===== src/hdl/naa_pkg.sv =====
// Package: types, constants and the tanh table for the neuron aggregate/activate block
`default_nettype none
package naa_pkg;

    localparam int unsigned MAX_INPUTS_DEF = 256;
    localparam int unsigned ACC_W = 48;

    localparam logic [1:0] AGG_SUM = 2'd0;
    localparam logic [1:0] AGG_AVG = 2'd1;
    localparam logic [1:0] AGG_MAX = 2'd2;
    localparam logic [1:0] AGG_MIN = 2'd3;

    localparam logic ACT_TANH = 1'b0;
    localparam logic ACT_RELU = 1'b1;

    localparam logic CFG_AGG = 1'b0;
    localparam logic CFG_ACT = 1'b1;

    typedef struct packed {
        logic signed [15:0] prev_output;
        logic signed [15:0] weight;
        logic               is_last;
    } in_item_t;

    typedef struct packed {
        logic signed [15:0] aggregate;
        logic signed [15:0] activated;
        logic               saturated;
    } out_item_t;

    typedef struct packed {
        logic fold;
        logic finish;
        logic div_start;
        logic div_step;
        logic round_load;
        logic act_load;
        logic out_load;
    } ctl_cmd_t;

    typedef struct packed {
        logic div_done;
    } ctl_sts_t;

    function automatic logic [12:0] tanh_tab(input logic [5:0] k);
        logic [12:0] r;
        begin
            case (k)
                6'd0: r = 13'd0;     6'd1: r = 13'd509;   6'd2: r = 13'd1003;
                6'd3: r = 13'd1468;  6'd4: r = 13'd1893;  6'd5: r = 13'd2272;
                6'd6: r = 13'd2602;  6'd7: r = 13'd2883;  6'd8: r = 13'd3119;
                6'd9: r = 13'd3315;  6'd10: r = 13'd3475; 6'd11: r = 13'd3604;
                6'd12: r = 13'd3707; 6'd13: r = 13'd3790; 6'd14: r = 13'd3856;
                6'd15: r = 13'd3908; 6'd16: r = 13'd3949; 6'd17: r = 13'd3981;
                6'd18: r = 13'd4006; 6'd19: r = 13'd4026; 6'd20: r = 13'd4042;
                6'd21: r = 13'd4053; 6'd22: r = 13'd4063; 6'd23: r = 13'd4070;
                6'd24: r = 13'd4076; 6'd25: r = 13'd4080; 6'd26: r = 13'd4084;
                6'd27: r = 13'd4086; 6'd28: r = 13'd4089; 6'd29: r = 13'd4090;
                6'd30: r = 13'd4091; 6'd31: r = 13'd4092; 6'd32: r = 13'd4093;
                default: r = 13'd4093;
            endcase
            return r;
        end
    endfunction

endpackage
`default_nettype wire


===== src/hdl/naa_datapath.sv =====
// Datapath: multiply, fold, restoring divide, round/clamp, activation, result register
`default_nettype none
module naa_datapath #(
    parameter int unsigned MAX_INPUTS = naa_pkg::MAX_INPUTS_DEF,
    parameter int unsigned CNT_W      = $clog2(MAX_INPUTS + 1)
) (
    input  wire                  clk,
    input  wire                  rst_n,
    input  naa_pkg::in_item_t    in_item,
    input  wire [1:0]            agg_mode,
    input  wire                  act_mode,
    input  naa_pkg::ctl_cmd_t    cmd,
    output naa_pkg::ctl_sts_t    sts,
    output naa_pkg::out_item_t   out_item
);
    import naa_pkg::*;

    localparam int unsigned STEP_W = $clog2(ACC_W + 1);

    logic signed [ACC_W-1:0] acc_reg, acc_next;
    logic [CNT_W-1:0]        cnt_reg, cnt_next;
    logic signed [31:0]      prod;

    logic [ACC_W-1:0]        quo_reg, quo_next;
    logic [CNT_W:0]          rem_reg, rem_next;
    logic [STEP_W-1:0]       step_reg, step_next;
    logic                    neg_reg, neg_next;
    logic [CNT_W-1:0]        dvs_reg, dvs_next;
    logic signed [ACC_W-1:0] val_reg, val_next;

    logic signed [15:0]      agg_reg, agg_next;
    logic                    sat_reg, sat_next;
    logic signed [15:0]      act_val;
    logic                    agg_m_reg;

    logic [ACC_W-1:0]        mag;
    logic [CNT_W:0]          trial;
    logic signed [ACC_W-1:0] rnd;
    logic signed [ACC_W-13:0] q12;

    logic [15:0]             a_abs;
    logic [5:0]              ti;
    logic [12:0]             t0, t1;
    logic [22:0]             lin;
    logic [15:0]             y;

    out_item_t               out_reg;

    assign prod = in_item.prev_output * in_item.weight;

    always_comb
    begin
        acc_next = acc_reg;
        cnt_next = cnt_reg;
        if (cmd.fold && (cnt_reg < CNT_W'(MAX_INPUTS)))
        begin
            cnt_next = cnt_reg + 1'b1;
            case (agg_mode)
                AGG_SUM, AGG_AVG: acc_next = acc_reg + ACC_W'(prod);
                AGG_MAX: if (ACC_W'(prod) > acc_reg) acc_next = ACC_W'(prod);
                default: if (ACC_W'(prod) < acc_reg) acc_next = ACC_W'(prod);
            endcase
        end
        if (cmd.finish)
        begin
            acc_next = '0;
            cnt_next = '0;
        end
    end

    // restoring divide of |acc| by count, one bit per cycle
    assign mag   = acc_reg[ACC_W-1] ? ACC_W'(-acc_reg) : ACC_W'(acc_reg);
    assign trial = {rem_reg[CNT_W-1:0], quo_reg[ACC_W-1]};

    always_comb
    begin
        quo_next  = quo_reg;
        rem_next  = rem_reg;
        step_next = step_reg;
        neg_next  = neg_reg;
        dvs_next  = dvs_reg;
        val_next  = val_reg;
        if (cmd.div_start)
        begin
            neg_next  = acc_reg[ACC_W-1];
            dvs_next  = (cnt_reg == '0) ? CNT_W'(1) : cnt_reg;
            quo_next  = mag;
            rem_next  = '0;
            step_next = STEP_W'(ACC_W);
            val_next  = acc_reg;
        end
        else if (cmd.div_step && (step_reg != '0))
        begin
            if (trial >= {1'b0, dvs_reg})
            begin
                rem_next = trial - {1'b0, dvs_reg};
                quo_next = {quo_reg[ACC_W-2:0], 1'b1};
            end
            else
            begin
                rem_next = trial;
                quo_next = {quo_reg[ACC_W-2:0], 1'b0};
            end
            step_next = step_reg - 1'b1;
        end
    end

    assign sts.div_done = (step_reg == '0);

    always_comb
    begin
        rnd      = ((agg_m_reg ? (neg_reg ? -$signed(quo_reg) : $signed(quo_reg)) : val_reg))
                   + ACC_W'(2048);
        q12      = rnd[ACC_W-1:12];
        agg_next = agg_reg;
        sat_next = sat_reg;
        if (cmd.round_load)
        begin
            if (q12 > (ACC_W-12)'(32767))
            begin
                agg_next = 16'sh7FFF;
                sat_next = 1'b1;
            end
            else if (q12 < -(ACC_W-12)'(32768))
            begin
                agg_next = -16'sh8000;
                sat_next = 1'b1;
            end
            else
            begin
                agg_next = q12[15:0];
                sat_next = 1'b0;
            end
        end
    end

    always_comb
    begin
        a_abs = agg_reg[15] ? 16'(-agg_reg) : 16'(agg_reg);
        ti    = 6'(a_abs[15:9]);
        t0    = tanh_tab(ti);
        t1    = tanh_tab(ti + 6'd1);
        if (a_abs < 16'd16384)
        begin
            lin = 23'((t1 - t0) * a_abs[8:0]) + 23'd256;
            y   = 16'(t0) + 16'(lin[22:9]);
        end
        else
        begin
            lin = 23'(3 * (a_abs - 16'd16384)) + 23'd8192;
            y   = 16'd4093 + 16'(lin[22:14]);
        end
        if (act_mode == ACT_RELU)
            act_val = agg_reg[15] ? 16'sd0 : agg_reg;
        else
            act_val = agg_reg[15] ? -$signed(y) : $signed(y);
    end

    always_ff @(posedge clk or negedge rst_n)
    begin
        if (!rst_n)
        begin
            acc_reg   <= '0;
            cnt_reg   <= '0;
            step_reg  <= '0;
            agg_m_reg <= 1'b0;
        end
        else
        begin
            acc_reg  <= acc_next;
            cnt_reg  <= cnt_next;
            step_reg <= step_next;
            if (cmd.div_start)
                agg_m_reg <= (agg_mode == AGG_AVG);
        end
    end

    always_ff @(posedge clk)
    begin
        quo_reg <= quo_next;
        rem_reg <= rem_next;
        neg_reg <= neg_next;
        dvs_reg <= dvs_next;
        val_reg <= val_next;
        agg_reg <= agg_next;
        sat_reg <= sat_next;
        if (cmd.out_load)
        begin
            out_reg.aggregate <= agg_reg;
            out_reg.activated <= act_val;
            out_reg.saturated <= sat_reg;
        end
    end

    assign out_item = out_reg;

endmodule
`default_nettype wire


===== src/hdl/naa_ctrl.sv =====
// Controller: item handshake, finish sequence and output valid
`default_nettype none
module naa_ctrl (
    input  wire                clk,
    input  wire                rst_n,
    input  wire                in_valid,
    output logic               in_ready,
    input  wire                in_last,
    output logic               out_valid,
    input  wire                out_ready,
    input  naa_pkg::ctl_sts_t  sts,
    output naa_pkg::ctl_cmd_t  cmd
);
    import naa_pkg::*;

    localparam logic [2:0] ST_RUN   = 3'd0;
    localparam logic [2:0] ST_DIV   = 3'd1;
    localparam logic [2:0] ST_ROUND = 3'd2;
    localparam logic [2:0] ST_ACT   = 3'd3;
    localparam logic [2:0] ST_OUT   = 3'd4;

    logic [2:0] state_reg, state_next;
    logic       ov_reg, ov_next;
    logic       acc_in;

    assign in_ready  = (state_reg == ST_RUN);
    assign acc_in    = in_valid && in_ready;
    assign out_valid = ov_reg;

    always_comb
    begin
        state_next = state_reg;
        ov_next    = ov_reg && !out_ready;
        cmd        = '0;
        case (state_reg)
            ST_RUN:
            begin
                cmd.fold = acc_in;
                if (acc_in && in_last)
                    state_next = ST_DIV;
            end
            ST_DIV:
            begin
                cmd.div_start = 1'b1;
                state_next    = ST_ROUND;
            end
            ST_ROUND:
            begin
                cmd.div_step = 1'b1;
                if (sts.div_done)
                begin
                    cmd.round_load = 1'b1;
                    cmd.finish     = 1'b1;
                    state_next     = ST_ACT;
                end
            end
            ST_ACT:
            begin
                if (!ov_reg || out_ready)
                    state_next = ST_OUT;
            end
            ST_OUT:
            begin
                cmd.out_load = 1'b1;
                ov_next      = 1'b1;
                state_next   = ST_RUN;
            end
            default: state_next = ST_RUN;
        endcase
    end

    always_ff @(posedge clk or negedge rst_n)
    begin
        if (!rst_n)
        begin
            state_reg <= ST_RUN;
            ov_reg    <= 1'b0;
        end
        else
        begin
            state_reg <= state_next;
            ov_reg    <= ov_next;
        end
    end

endmodule
`default_nettype wire


===== src/hdl/neuron_aggregate_activate_top.sv =====
// Top level: neuron multiply-aggregate with tanh/ReLU activation
//  channel | signals                               | direction
//  in      | in_valid, in_ready, in_data          | item in
//  out     | out_valid, out_ready, out_data       | result out
//  cfg     | cfg_valid, cfg_ready, cfg_index/data | register write
// Items not marked last are taken one per cycle; a last item holds
// in_ready low through the one-bit-per-cycle 48-bit divide.
// Reset clears the accumulator, count, modes and output valid.
// A result waiting on out_ready holds the next last item before its output.
// Register writes wait while a vector finishes or an item is offered.
`default_nettype none
module neuron_aggregate_activate_top #(
    parameter int unsigned MAX_INPUTS = naa_pkg::MAX_INPUTS_DEF
) (
    input  wire                 clk,
    input  wire                 rst_n,
    input  wire                 in_valid,
    output logic                in_ready,
    input  naa_pkg::in_item_t   in_data,
    output logic                out_valid,
    input  wire                 out_ready,
    output naa_pkg::out_item_t  out_data,
    input  wire                 cfg_valid,
    output logic                cfg_ready,
    input  wire                 cfg_index,
    input  wire [1:0]           cfg_data
);
    import naa_pkg::*;

    logic [1:0] agg_mode_reg;
    logic       act_mode_reg;
    ctl_cmd_t   cmd;
    ctl_sts_t   sts;

    assign cfg_ready = in_ready && !in_valid;

    always_ff @(posedge clk or negedge rst_n)
    begin
        if (!rst_n)
        begin
            agg_mode_reg <= AGG_SUM;
            act_mode_reg <= ACT_TANH;
        end
        else if (cfg_valid && cfg_ready)
        begin
            if (cfg_index == CFG_AGG)
                agg_mode_reg <= cfg_data;
            else
                act_mode_reg <= cfg_data[0];
        end
    end

    naa_ctrl u_ctrl (
        .clk       (clk),
        .rst_n     (rst_n),
        .in_valid  (in_valid),
        .in_ready  (in_ready),
        .in_last   (in_data.is_last),
        .out_valid (out_valid),
        .out_ready (out_ready),
        .sts       (sts),
        .cmd       (cmd)
    );

    naa_datapath #(.MAX_INPUTS(MAX_INPUTS)) u_dp (
        .clk      (clk),
        .rst_n    (rst_n),
        .in_item  (in_data),
        .agg_mode (agg_mode_reg),
        .act_mode (act_mode_reg),
        .cmd      (cmd),
        .sts      (sts),
        .out_item (out_data)
    );

    a_fold_only_run: assert property (@(posedge clk) disable iff (!rst_n)
        cmd.fold |-> in_ready) else $error("fold outside run");
    a_load_once: assert property (@(posedge clk) disable iff (!rst_n)
        cmd.out_load |=> out_valid) else $error("result not shown");
    a_no_accept_busy: assert property (@(posedge clk) disable iff (!rst_n)
        (in_valid && in_ready && in_data.is_last) |=> !in_ready)
        else $error("accepted during finish");

endmodule
`default_nettype wire


===== config.mk =====
export PLATFORM = sky130hd
export DESIGN_NAME = neuron_aggregate_activate_top
export DESIGN_NICKNAME = d
export VERILOG_FILES = /design/src/hdl/naa_pkg.sv /design/src/hdl/naa_datapath.sv /design/src/hdl/naa_ctrl.sv /design/src/hdl/neuron_aggregate_activate_top.sv
export SDC_FILE = /design/constraint.sdc
export NUM_CORES = 2
export LEC_CHECK = 0
export ABC_AREA = 1
export BUFFER_PORTS_ARGS = -buffer_cell sky130_fd_sc_hd__buf_2
export CAP_MARGIN = 10
export CORE_ASPECT_RATIO = 0.6
export CORE_MARGIN = 10
export CORE_UTILIZATION = 40
export CTS_BUF_LIST = sky130_fd_sc_hd__clkbuf_4 sky130_fd_sc_hd__clkbuf_8
export DETAILED_ROUTE_END_ITERATION = 8
export PLACE_DENSITY = 0.59
export SYNTH_ARGS = -nofsm -noshare
export SYNTH_HDL_FRONTEND = slang
export SYNTH_SLANG_ARGS = --single-unit

===== constraint.sdc =====
create_clock -name clk -period 11.8 [get_ports clk]
set_input_delay 1.77 -clock clk [delete_from_list [all_inputs] [get_ports clk]]
set_output_delay 1.77 -clock clk [all_outputs]
set_load 0.05 [all_outputs]

==> impl_metrics.yaml <==
worst_setup_path:
  cp_slowest_cell: "ha_1"
  cp_data_arrival_time_ns: 11.71
  cp_top_family: "adder cells"
  path_common_cell: "nand2_1"
  critPathCaptureType: "register"
  r2r_start: "u_dp.agg_reg[0]"
  rrSetupSlack_ns: 0.70
  reg2regPathDepth: 58
  critPathMaxFanout: 76
  r2r_end: "u_dp.out_item[8]"
  crit_path_start_kind: "primary input"
  worst-path-buf-inv: 9
  cpPeakStageDelay_ns: 0.60
  worst-setup-path-type: "primary input to register"
  required_ns: 12.32
yosys:
  synth_enable_flop_cells: 144
  synth-main-ff-cell: "edfxtp_1"
  ys_top_cells_by_count: "nand2_1, inv_1, nor2_1"
  avgSynthCellArea_um2: 7.13
  syn_area_mm2: 0.0364
  yosys.area.top_type_share: 0.204
  synth.distinct_cells: 63
  yosys_warnings: 0
  synth_area_leader_cell: "fa_1"
  ys_ff_latch: 224
  ys_seq_area_frac: 0.173
  synthTopCellsByArea: "fa_1, edfxtp_1, nand2_1"
  netlist_instances: 5097
  synth_fp_nets: 5808
  async_flop_share: 0.317
  synthMostInstantiatedCell: "nand2_1"
placed_design:
  post-dp-hpwl_um: 104000
  numPortBuffers: 76
  place_ws_ns: 0.154
  place.gp.congestion: 0.999
final_layout:
  fin_util: 0.439
  multiInputGateArea_mm2: 0.0260
  drive_above_1_share: 0.0771
  regArea_mm2: 0.00628
  area_delta_synth_final_pct: 8.45
  finalNetCount: 5870
  fill_cells: 9306
run:
  drv_cap: 0
clock_network:
  cts_hold_buf: 0
  path_clk_slew_ns: 0.06
  clk_path_buf_depth: 3
  cts_tree: "yes"
  cts_buffers: 38
  h-tree-depth: 2
  root_buffer: "clkbuf_8"
  clk_latency_ns: 0.64
  cts.sink_count: 224
floorplanning:
  die_height_um: 254
  row_count: 85
  die_area_mm2: 0.104
  die_w_um: 409
  start_util: 0.405
  pin_count: 77
  coreArea_mm2: 0.0899
outcome:
  outcome: "completed"
sta:
  fin_ws_ns: 0.611
  period_share: 0.948
  finalSetupTns_ns: 0
  layout_min_cycle_time_ns: 11.19
  holdWs_ns: 0.435
  worst_slew_pin_slew_ns: 1.13
  finalSetupViolCount: 0
  slew_viol_final: 0
  hold_viol_final: 0
  maxSlewHeadroom: 0.247
  skew_ns: 0.0561
  max_freq_ghz: 0.0894
worst_hold_path:
  hp-start: "u_dp.sat_reg"
  hp-class: "register to register"
  min_to: "u_dp.out_item[0]"
  hold_depth: 0
route:
  drt-initial-drc-count: 3823
  antenna_left: 0
  routed_wl_um: 124000
  post_drt_via_cell_ratio: 5.33
  drt-pass1-iter-count: 6
  drc: 0
  routedWlPerCell_um: 19.3
  routed-via-count: 34168
global_route:
  grt_pass1_vias: 31455
  antenna_found_initial: 3
  grt_pass1_wl_um: 191000
  gr-total-overflow: 0
  grt_max_degree: 98
  grt_usage: 0.234
metrics by stage:
step / cells / instance area [um^2]
floorplan: 5097 / 36400
global placement: 6319 / 38200
detailed placement: 6319 / 38200
CTS: 6388 / 39000
global route: 6406 / 39400
finish: 6407 / 39400
cell families (layout without fill, tap and decap cells):
kind of cell	Yosys count	after routing	synth area share
other	0	1	0
muxes	1	1	0.000275
DFF	224	224	0.173
buffers and inverters	1158	1249	0.121
AOI/OAI and AO/OA	729	729	0.111
xor gates and xnor gates	143	143	0.0349
adders and majority gates	670	670	0.307
and+or+nand+nor	2172	2172	0.254
worst max-delay path by stage:
stage | slack [ns] | cells past startpoint | endpoint | startpoint
after floorplan | 1.02 | 66 | u_dp.out_item[14] | u_dp.agg_reg[0]
after global placement | 0.34 | 64 | u_dp.out_item[14] | u_dp.agg_reg[1]
after detailed placement | 0.15 | 62 | u_dp.out_item[11] | u_dp.agg_reg[1]
after CTS | 0.14 | 63 | u_dp.out_item[11] | u_dp.agg_reg[1]
after global routing | -0.14 | 69 | u_dp.out_item[15] | u_dp.agg_reg[0]
final | 0.61 | 42 | u_dp.acc_reg[3] | in_data[25]
metal layers:
metal	GRT usage	wire length, um	vias to the layer above
met5	0	0	-
met4	0.0210	864	0
met3	0.0807	17200	65
met2	0.266	40600	1710
met1	0.401	65300	16193
li1	-	-	16200
what timing repair did:
item,CTS,global route
endpoints found under the setup margin,0,15
setup buffers,0,18
hold endpoints to repair,0,0
resized for setup,0,79
area by class of cell:
type                    count  share of cell area
diodes                      1           0.0000634
clock buffers              48              0.0158
clock inverters            21             0.00333
inverters                1021              0.0973
multi-input cells        3715               0.659
flip-flops and latches    224               0.159
well taps                1218              0.0386
repair buffers            159              0.0262
cell usage in the layout (no fill, tap or decap), types with 61 or more instances in the layout:
master | Yosys | layout
a21oi_1 | 267 | 258
nand2_1 | 1149 | 1139
nor2_1 | 466 | 459
o21ai_0 | 301 | 292
inv_1 | 1005 | 998
fa_1 | 370 | 370
dfrtp_1 | 71 | 70
buf_4 | 4 | 80
nand3_1 | 269 | 269
nor3_1 | 65 | 61
nand4_1 | 75 | 75
ha_1 | 300 | 286
buf_2 | 14 | 75
edfxtp_1 | 144 | 144
xor2_1 | 108 | 105
Power is left out: the tool's default activity adds up to more than one toggle a clock period on the data nets, which glitch-free logic cannot reach.
